File: config.mk
export PLATFORM = sky130hd
export DESIGN_NAME = ovn2d_ctrl
export DESIGN_NICKNAME = d
export VERILOG_FILES = /design/src/rtl/ovn2d_pkg.sv /design/src/rtl/ovn2d_ctrl.sv
export VERILOG_INCLUDE_DIRS = /design/src /design/src/rtl
export SDC_FILE = /design/constraint.sdc
export NUM_CORES = 1
export LEC_CHECK = 0
export BUFFER_PORTS_ARGS = -buffer_cell sky130_fd_sc_hd__buf_2
export CAP_MARGIN = 10
export CORE_MARGIN = 2
export CORE_UTILIZATION = 53
export DETAILED_ROUTE_END_ITERATION = 16
export GPL_ROUTABILITY_DRIVEN = 1
export PLACE_DENSITY = 0.86
export SKIP_CTS_REPAIR_TIMING = 1
export SYNTH_ARGS = -nofsm -noshare
export SYNTH_HDL_FRONTEND = slang
export SYNTH_SLANG_ARGS = --single-unit
File: constraint.sdc
create_clock -name clk -period 1.75 [get_ports clk]
set_input_delay 0.2625 -clock clk [delete_from_list [all_inputs] [get_ports clk]]
set_output_delay 0.2625 -clock clk [all_outputs]
set_load 0.1 [all_outputs]
File: src/rtl/octave_value_noise_2d_unit_assert.svh
// Assertion macros used by the noise unit sequencer.
`ifndef OCTAVE_VALUE_NOISE_2D_UNIT_ASSERT_SVH
`define OCTAVE_VALUE_NOISE_2D_UNIT_ASSERT_SVH

// Same-cycle implication.
`define OVN2D_ASSERT_IMPL(lbl, clk, rst_n, a, c) \
  lbl: assert property (@(posedge clk) disable iff (!rst_n) (a) |-> (c)) \
    else $error("ovn2d assertion failed");

// Next-cycle implication.
`define OVN2D_ASSERT_NEXT(lbl, clk, rst_n, a, c) \
  lbl: assert property (@(posedge clk) disable iff (!rst_n) (a) |=> (c)) \
    else $error("ovn2d assertion failed");

`endif

File: src/rtl/ovn2d_pkg.sv
// Types and constants of the octave value noise unit.
package ovn2d_pkg;

  localparam int CFG_IDX_W  = 2;
  localparam int CFG_DATA_W = 14;
  localparam int OCT_W      = 4;

  localparam logic [CFG_IDX_W-1:0] REG_OCTAVE_COUNT = 2'd0;
  localparam logic [CFG_IDX_W-1:0] REG_OCTAVE_GAIN  = 2'd1;

  localparam logic [3:0]  OCTAVE_COUNT_RESET = 4'd8;
  localparam logic [13:0] OCTAVE_GAIN_RESET  = 14'd2048;
  localparam logic [31:0] SCALE_ONE          = 32'd4096;

  localparam logic [1:0] CORNER_LAST = 2'd3;

  typedef enum logic [2:0] {
    ST_IDLE,
    ST_READ,
    ST_HMUL,
    ST_VMUL,
    ST_ACCUM,
    ST_DIV_INIT,
    ST_DIV,
    ST_FINISH
  } state_t;

  typedef struct packed {
    logic             start;
    logic             wr;
    logic             rd;
    logic [1:0]       corner;
    logic [OCT_W-1:0] oct;
    logic             hmul;
    logic             vmul;
    logic             accum;
    logic             div_init;
    logic             div_step;
    logic             out_load;
  } cmd_t;

endpackage

File: src/rtl/ovn2d_ctrl.sv
// Sequencer for loads, octave passes, division and result handoff.
`include "octave_value_noise_2d_unit_assert.svh"
module ovn2d_ctrl
  import ovn2d_pkg::*;
#(
  parameter int GRID_LOG2 = 8,
  parameter int SEED_BITS = 16
) (
  input  logic       clk,
  input  logic       rst_n,
  input  logic       in_valid,
  input  logic       in_kind,
  output logic       in_ready,
  output logic       out_valid,
  input  logic       out_ready,
  input  logic [3:0] octave_count,
  output cmd_t       cmd
);

  localparam int DCW = $clog2(SEED_BITS);
  localparam logic [OCT_W-1:0] MAX_N    = OCT_W'(GRID_LOG2 + 1);
  localparam logic [DCW-1:0]   DIV_LAST = DCW'(SEED_BITS - 1);

  state_t           state_r, state_nxt;
  logic [1:0]       corner_r, corner_nxt;
  logic [OCT_W-1:0] oct_r, oct_nxt, nlast_r, nlast_nxt;
  logic [DCW-1:0]   dcnt_r, dcnt_nxt;
  logic             out_valid_r, out_valid_nxt;
  logic             accept;

  always_ff @(posedge clk) begin
    if (!rst_n) begin
      state_r     <= ST_IDLE;
      corner_r    <= '0;
      oct_r       <= '0;
      nlast_r     <= '0;
      dcnt_r      <= '0;
      out_valid_r <= 1'b0;
    end else begin
      state_r     <= state_nxt;
      corner_r    <= corner_nxt;
      oct_r       <= oct_nxt;
      nlast_r     <= nlast_nxt;
      dcnt_r      <= dcnt_nxt;
      out_valid_r <= out_valid_nxt;
    end
  end

  always_comb begin
    state_nxt     = state_r;
    corner_nxt    = corner_r;
    oct_nxt       = oct_r;
    nlast_nxt     = nlast_r;
    dcnt_nxt      = dcnt_r;
    out_valid_nxt = out_valid_r;
    in_ready      = (state_r == ST_IDLE);
    accept        = in_valid && in_ready;
    cmd           = '0;
    cmd.corner    = corner_r;
    cmd.oct       = oct_r;

    // drop the result once taken
    if (out_valid_r && out_ready) out_valid_nxt = 1'b0;

    unique case (state_r)
      ST_IDLE: begin
        cmd.wr = accept && !in_kind;
        if (accept && in_kind) begin
          cmd.start  = 1'b1;
          corner_nxt = '0;
          oct_nxt    = '0;
          if (octave_count == '0) nlast_nxt = '0;
          else if (octave_count > MAX_N) nlast_nxt = MAX_N - OCT_W'(1);
          else nlast_nxt = octave_count - OCT_W'(1);
          state_nxt = ST_READ;
        end
      end
      ST_READ: begin
        cmd.rd     = 1'b1;
        corner_nxt = corner_r + 2'd1;
        if (corner_r == CORNER_LAST) state_nxt = ST_HMUL;
      end
      ST_HMUL: begin
        cmd.hmul  = 1'b1;
        state_nxt = ST_VMUL;
      end
      ST_VMUL: begin
        cmd.vmul  = 1'b1;
        state_nxt = ST_ACCUM;
      end
      ST_ACCUM: begin
        cmd.accum = 1'b1;
        if (oct_r == nlast_r) begin
          state_nxt = ST_DIV_INIT;
        end else begin
          oct_nxt   = oct_r + OCT_W'(1);
          state_nxt = ST_READ;
        end
      end
      ST_DIV_INIT: begin
        cmd.div_init = 1'b1;
        dcnt_nxt     = '0;
        state_nxt    = ST_DIV;
      end
      ST_DIV: begin
        cmd.div_step = 1'b1;
        dcnt_nxt     = dcnt_r + DCW'(1);
        if (dcnt_r == DIV_LAST) state_nxt = ST_FINISH;
      end
      ST_FINISH: begin
        // hold until the output register is free
        if (!out_valid_r || out_ready) begin
          cmd.out_load  = 1'b1;
          out_valid_nxt = 1'b1;
          state_nxt     = ST_IDLE;
        end
      end
      default: state_nxt = ST_IDLE;
    endcase
  end

  assign out_valid = out_valid_r;

  `OVN2D_ASSERT_IMPL(a_one_mem_op, clk, rst_n, cmd.rd, !cmd.wr)
  `OVN2D_ASSERT_IMPL(a_oct_bound, clk, rst_n, state_r != ST_IDLE, oct_r <= nlast_r)
  `OVN2D_ASSERT_NEXT(a_query_reads, clk, rst_n, accept && in_kind, state_r == ST_READ)
  `OVN2D_ASSERT_NEXT(a_result_shown, clk, rst_n, cmd.out_load, out_valid_r)

endmodule
**Word level (Yosys, flattened, before mapping)**

Index checks and enable logic that the tools add are counted.

- Register bits after elaboration: 18
- Input bits: 9

- Add/subtract/negate cells: 4
- Magnitude comparators: 1
- Equality and inequality tests: 15
- Multiplexer cells: 27
- Reductions and logical operators: 16

Operators by type and width:

| cell | count |
|---|---|
| 3-bit one-hot mux with 8 select lines | 1 |
| 4-bit 2-to-1 mux | 4 |
| 4-bit one-hot mux with 2 select lines | 2 |
| 3-bit 2-to-1 mux | 5 |
| 3-bit == test, second input constant | 4 |
| 1-bit 2-to-1 mux | 12 |
| 4-bit by 1-bit adder with 4-bit output, second input constant | 2 |
| 2-bit inequality test, second input constant | 4 |
| 3-bit by 2-bit == test with 1-bit output, second input constant | 2 |
| 2-bit nonzero test | 3 |
| 4-bit == test | 1 |
| 4-bit == test, second input constant | 1 |
| 4-bit > comparator, second input constant | 1 |
| 1-bit logical AND | 4 |
| 4-bit logical NOT | 1 |
| 2-bit 2-to-1 mux | 2 |
| 2-bit one-hot mux with 2 select lines | 1 |
| 2-bit AND reduction | 2 |
| 4-bit AND reduction | 1 |
| 4-bit by 1-bit subtractor with 4-bit output, second input constant | 1 |
| 3-bit by 1-bit == test with 1-bit output, second input constant | 1 |
| 3-bit logical NOT | 1 |
| 3-bit AND reduction | 1 |
| 2-bit by 1-bit adder with 2-bit output, second input constant | 1 |
| other kinds (4) | 5 |

**Longest topological paths before layout**

Gate-level depths: netlist of the first run.

- Depth after elaboration: 5
- Gate-level depth with buffers: 7
- Gate-level depth less buffers: 6

**Worst setup path after synthesis of the first run**

OpenSTA, ideal clock, no wires.

- Kind: reg-to-output
- Start: register state_r[0]
- End: output port cmd[13] (netlist bit)
- Data arrival time: 3.038 ns
- Required time: 1.487 ns
- Path slack: -1.550 ns
- Cell stages (with the launch flop): 6
- Path through: dfxtp_1 -> inv_1 -> ha_1 -> buf_6 -> nor2b_1 -> and3b_1

RTL lines:

| what | line | RTL |
|---|---|---|
| from (decl) | ovn2d_ctrl.sv:24 | `state_t state_r, state_nxt;` |
| from (signal assigned) | ovn2d_ctrl.sv:40 | `state_r <= state_nxt;` |
| to (decl) | ovn2d_ctrl.sv:17 | `output cmd_t cmd` |

==> run_results.csv, run 1 <==
group,metric,value,unit
sta,finalCritPeriodShare,100,%
drt,viasPerCell,5.62,
finish,multi_input_area,778,um2
worst_setup_path,crit_slowest_cell,"dfxtp_4",
sta,rsz0062_at_grt,"true",
global_route,grt_pass1_vias,1001,
logic_synthesis,synthArstFlopShare,0,%
power_and_ir_drop,leakage,0.701,nW
floorplanning,die-area,0.00257,mm2
logic_synthesis,synth_xor_area_share,3.03,%
placed_design,dp_hpwl,2.09,mm
drt,drc,0,
drt,wirelength,2.68,mm
floorplanning,fp-row-count,16,
logic_synthesis,avgSynthCellArea,8.49,um2
outcome,status,"complete, but fails checks",
worst_setup_path,worstPathRequired,1.49,ns
worst_setup_path,cpLargestDelayFamily,"simple AND/OR/NAND/NOR gates",
sta,setup_viol,1,
worst_setup_path,critPathCaptureType,"output port",
power_and_ir_drop,power.total,2.06,mW
drt,drt_iter0_markers,20,
finish,final.fill_count,143,
global_route,grt_max_degree,18,
sta,fmax,569,MHz
finish,antennaDiodeCount,0,
min_path,hold_class,"in -> reg",
global_route,grt_pass1_wl,4.36,mm
clock_network,cts_buffers,3,
floorplanning,coreArea,0.00200,mm2
clock_network,worstSkewPairLatency,0.30,ns
logic_synthesis,synth_top_family_by_area,"simple AND/OR/NAND/NOR gates",
clock_network,cts-root-buf,"clkbuf_4",
finish,area_delta_synth_final,34.2,%
logic_synthesis,synth.distinct_cells,39,
logic_synthesis,netlist_instances,136,
drt,via_count,1079,
floorplanning,die_width,50.7,um
logic_synthesis,synthAdderAreaFrac,9.75,%
logic_synthesis,synth-seq-cells,18,
sta,worst_slew_pin_slew,0.525,ns
finish,drive_above_1_share,35.8,%
floorplanning,initial_core_util,57.7,%
logic_synthesis,post_synth_and_or_nand_nor_area_fraction,24.3,%
worst_setup_path,critPathKind,"reg -> out",
sta,hold_viol_final,0,
clock_network,cts_sinks,18,
worst_setup_path,crit_chain,"inv_4 -> ha_4 -> nor2b_4 -> and3b_2 -> buf_12",
run,drv_cap,0,
sta,fin_hold_ws,0.261,ns
logic_synthesis,ys_seq_area_share,31.2,%
floorplanning,io_pins,26,
logic_synthesis,ys.flop_type,"dfxtp_1",
finish,seq_area,374,um2
logic_synthesis,synth-compound-area-share,21.1,%
worst_setup_path,worst-path-max-fanout,6,
outcome,failed_checks,"negative setup slack",
drt,antenna_left,0,
clock_network,clockBufferDepth,2,
clock_network,clk_pin_slew,0.11,ns
power_and_ir_drop,ir_worst_vdd,1.06,mV
worst_setup_path,timing.critical_path.buf_inv,2,
sta,relSlewSlack,65.0,%
drt,drt-wirelength-per-cell,14.0,um
finish,layout.nets,184,
sta,drv_slew,0,
placed_design,placed_area,0.00148,mm2
worst_setup_path,start_kind,"flop",
logic_synthesis,syn_area,0.00115,mm2
global_route,antenna_found_initial,0,
logic_synthesis,synth_warnings,0,
clock_network,h-tree-depth,1,
floorplanning,chipHeight,50.7,um
logic_synthesis,synth_nets,154,
logic_synthesis,synth-edff-count,0,
power_and_ir_drop,p_per_area,1330,mW/mm2
worst_setup_path,arrival,1.50,ns
placed_design,globalplace.congestion,0.830,
drt,drt-pass1-iter-count,4,
clock_network,cts_tree,"built",
worst_setup_path,crit_path_max_incr_delay,0.38,ns
sta,worst_slack,-0.00874,ns
global_route,grt_usage,22.4,%
finish,stdcell_area,0.00155,mm2
sta,post-route-min-period,1.76,ns
placed_design,numPortBuffers,25,
global_route,grt-ovfl-total,0,
logic_synthesis,synthMuxAreaShare,5.20,%
sta,final.setup_skew,0.00542,ns
-- per-stage QoR --
step                instances  worst slack (ns)   TNS, ns  util (%)
floorplan                 136            -0.308    -0.676         -
global placement          186             0.250         0      74.0
detailed placement        186             0.206         0      74.0
CTS                       190            -0.129    -0.288      75.8
global route              192           -0.0914    -0.165      77.4
finish                    192          -0.00874  -0.00874      77.4
-- flip-flops by register name (all words and copies together) (netlist names) --
signal and cells:
state_r 3, nlast_r 4, out_valid 1, corner_r 2, oct_r 4, dcnt_r 4
-- per-layer routing --
layer	vias up	global-route usage [%]	wire (um)
met5	-	0	0
met1	509	27.2	1180
li1	543	-	-
met3	2	2.98	88
met4	0	4.05	12
met2	25	42.1	1400
-- cell usage after synthesis (2+ instances only) --
| master | instances | area [um2] |
|---|---|---|
| dfxtp_1 | 18 | 360 |
| o21ai_0 | 3 | 15.0 |
| nand3_1 | 6 | 30.0 |
| o21bai_1 | 3 | 22.5 |
| nor3_1 | 3 | 15.0 |
| a22oi_1 | 5 | 37.5 |
| a221oi_1 | 2 | 17.5 |
| a211oi_1 | 2 | 15.0 |
| mux2i_1 | 6 | 60.1 |
| xor2_1 | 4 | 35.0 |
| ha_1 | 9 | 113 |
| nand2_1 | 8 | 30.0 |
| nor2b_1 | 6 | 37.5 |
| inv_1 | 10 | 37.5 |
| buf_2 | 2 | 10.0 |
| nand2b_1 | 2 | 12.5 |
| o22ai_1 | 2 | 12.5 |
| a21oi_1 | 11 | 55.1 |
| nor2_1 | 13 | 48.8 |
| and2_1 | 2 | 12.5 |
-- final cells by class --
| class | instances | share of cell area (%) |
|---|---|---|
| multi-input combinational | 104 | 50.2 |
| timing repair buffer | 29 | 18.3 |
| clock buffer | 4 | 2.34 |
| inverter | 10 | 2.82 |
| sequential | 18 | 24.1 |
| tap | 27 | 2.18 |
-- path summary, 6_finish.rpt --
kind	start	end	slack, ns	cells past startpoint
max reg2reg	state_r[0]	state_r[0]	0.18	7
max	state_r[0]	cmd[13]	-0.009	5
min	rst_n	oct_r[0]	0.26	3
min reg2reg	oct_r[3]	oct_r[3]	0.51	2
-- power breakdown --
| part | switching (mW) | internal (mW) |
|---|---|---|
| registers | 0.0512 | 0.462 |
| clock network | 0.135 | 0.127 |
| logic | 0.798 | 0.483 |
| total | 0.985 | 1.07 |
-- worst reg2reg max path, cell delays in order (launching register included) --
cell and delay (ns):
dfxtp_4 0.40, inv_4 0.05, ha_4 0.18, buf_4 0.14
a21boi_0 0.13, o21ba_2 0.24, nor4_1 0.25, nor3_1 0.06
-- kinds of logic (layout without fill, tap and decap cells) --
kind of cell             after synthesis  in the layout
AO/OA/AOI/OAI                         36             36
XOR/XNOR                               4              4
adder cells (fa/ha/maj)                9              9
buffers and inverters                 14             43
flip-flops                            18             18
multiplexers                           6              6
AND/OR/NAND/NOR                       49             49
-- cells in the final DEF (no fill, tap or decap), types with 2 or more instances in the layout --
cell type  netlist  final
buf_2            2     15
nor2_1          13     13
a21oi_1         11     11
dfxtp_1         18      9
nand2_1          8      8
dfxtp_2          0      8
buf_12           0      8
ha_1             9      7
inv_1           10      6
nand3_1          6      6
mux2i_1          6      6
a22oi_1          5      5
xor2_1           4      4
clkbuf_4         0      4
buf_4            0      4
nor2b_4          0      3
o21ai_0          3      3
o21bai_1         3      3
nor3_1           3      3
inv_2            0      2
nand2b_1         2      2
nor2b_1          6      2
o22ai_1          2      2
a211oi_1         2      2
a221oi_1         2      2
No activity file was read; power rests on OpenSTA's default activity.
==> run 2: changes to the inputs <==
Settings changed: CORE_MARGIN 2 to 5, SKIP_LAST_GASP set to 1.
==> run_results.csv, run 2 (synthesis results as in run 1) <==
group,metric,value,unit
worst_setup_path,worst-path-max-fanout,5,
floorplanning,fp-row-count,17,
run,drv_cap,0,
clock_network,cts_buffers,3,
clock_network,clockBufferDepth,2,
worst_setup_path,crit_chain,"inv_4 -> ha_4 -> nor2b_4 -> and3b_2 -> buf_12",
worst_setup_path,worstPathRequired,1.49,ns
placed_design,dp_hpwl,2.20,mm
power_and_ir_drop,leakage,0.706,nW
global_route,grt_max_degree,18,
floorplanning,die-area,0.00321,mm2
floorplanning,initial_core_util,53.8,%
floorplanning,chipHeight,56.7,um
sta,final.setup_skew,0.00215,ns
worst_setup_path,start_kind,"flop",
worst_setup_path,critPathKind,"reg -> out",
clock_network,cts_tree,"built",
finish,final_common_cell,"buf_2",
sta,relSlewSlack,63.9,%
clock_network,clk_pin_slew,0.11,ns
sta,fin_hold_ws,0.244,ns
floorplanning,io_pins,26,
finish,reg_top3,"dcnt_r x4, nlast_r x4, oct_r x4",
outcome,status,"complete, no violations",
power_and_ir_drop,power.total,2.03,mW
min_path,min_path_cells,3,
global_route,antenna_found_initial,0,
drt,antenna_left,0,
placed_design,numPortBuffers,25,
drt,viasPerCell,5.60,
finish,mostFrequentLayoutCells,"buf_2, nor2_1, a21oi_1",
global_route,grt-ovfl-total,0,
finish,final_core_util,72.6,%
sta,setup_viol,0,
global_route,grt_pass1_vias,1138,
clock_network,cts-root-buf,"clkbuf_4",
finish,final.fill_count,163,
power_and_ir_drop,p_per_area,1300,mW/mm2
global_route,grt_usage,18.6,%
worst_setup_path,critPathCaptureType,"output port",
drt,via_count,1087,
worst_setup_path,reg2reg_depth,7,
floorplanning,die_width,56.7,um
worst_setup_path,cp_num_cells,5,
min_path,hold_class,"in -> reg",
worst_setup_path,timing.critical_path.buf_inv,2,
finish,layout.nets,185,
worst_setup_path,cpLargestDelayFamily,"flip-flops",
sta,post-route-min-period,1.71,ns
global_route,grt_pass1_wl,4.75,mm
sta,fmax,584,MHz
sta,finalCritPeriodShare,97.8,%
floorplanning,coreArea,0.00215,mm2
finish,area_delta_synth_final,35.1,%
clock_network,cts_sinks,18,
clock_network,h-tree-depth,1,
worst_setup_path,crit_slowest_cell,"dfxtp_4",
sta,worst_slew_pin_slew,0.541,ns
sta,hold_viol_final,0,
finish,drive_above_1_share,36.7,%
placed_design,globalplace.congestion,0.836,
drt,drt-pass1-iter-count,4,
worst_setup_path,crit_path_max_incr_delay,0.38,ns
drt,drt-wirelength-per-cell,15.0,um
clock_network,worstSkewPairLatency,0.30,ns
power_and_ir_drop,ir_worst_vdd,0.929,mV
drt,drc,0,
worst_setup_path,arrival,1.45,ns
finish,antennaDiodeCount,0,
drt,drt_iter0_markers,23,
sta,rsz0062_at_grt,"true",
drt,wirelength,2.91,mm
sta,drv_slew,0,
[run 2: cell types whose count changed in the layout (fill, tap and decap cells not counted), sizes merged]
cell,delta
clkbuf,+1
[run 2: final cells by class]
type | instances | area (um2) | share of cell area, %
Clock buffer | 4 | 36.3 | 2.33
Timing Repair Buffer | 30 | 288 | 18.4
Sequential cell | 18 | 374 | 24.0
Tap cell | 28 | 35.0 | 2.25
Inverter | 10 | 43.8 | 2.81
Multi-Input combinational cell | 104 | 783 | 50.2
[run 2: final timing paths]
check                   from          to  slack (ns)
setup / recovery  state_r[0]     cmd[13]        0.04
hold / removal         rst_n    oct_r[0]        0.24
setup reg to reg  state_r[1]  state_r[0]        0.15
hold reg to reg     oct_r[0]    oct_r[0]        0.51
[run 2: routing by layer]
metal	share of wire [%]	up-vias	wire [um]	GRT usage, %
met4	1.8	0	53	9.15
li1	-	545	-	-
met1	40	510	1170	19.3
met2	54	25	1580	35.8
met5	0	-	0	0
met3	3.9	7	113	2.30
[run 2: worst register-to-register path, delay by kind of cell (launching register included)]
| family | cells | cell delay [ns] |
|---|---|---|
| AOI/OAI and AO/OA | 2 | 0.39 |
| adders and majority gates | 1 | 0.18 |
| buffers and inverters | 2 | 0.20 |
| DFF | 1 | 0.38 |
| and+or+nand+nor | 2 | 0.34 |
[run 2: report_power, final]
part           leakage, nW  total (mW)  internal (mW)  switching, mW
Combinational        0.535        1.26          0.453          0.806
Clock               0.0210       0.266          0.127          0.139
Sequential           0.150       0.509          0.462         0.0475
Total                0.706        2.03           1.04          0.992
[run 2: stage by stage]
stage	setup TNS [ns]	area (um2)	cells	setup WS, ns
global placement	0	1490	188	0.324
CTS	-0.0518	1530	192	-0.0399
detailed placement	0	1490	188	0.240
floorplan	-0.676	1210	136	-0.308
global route	-0.0319	1560	194	-0.0319
finish	0	1560	194	0.0388
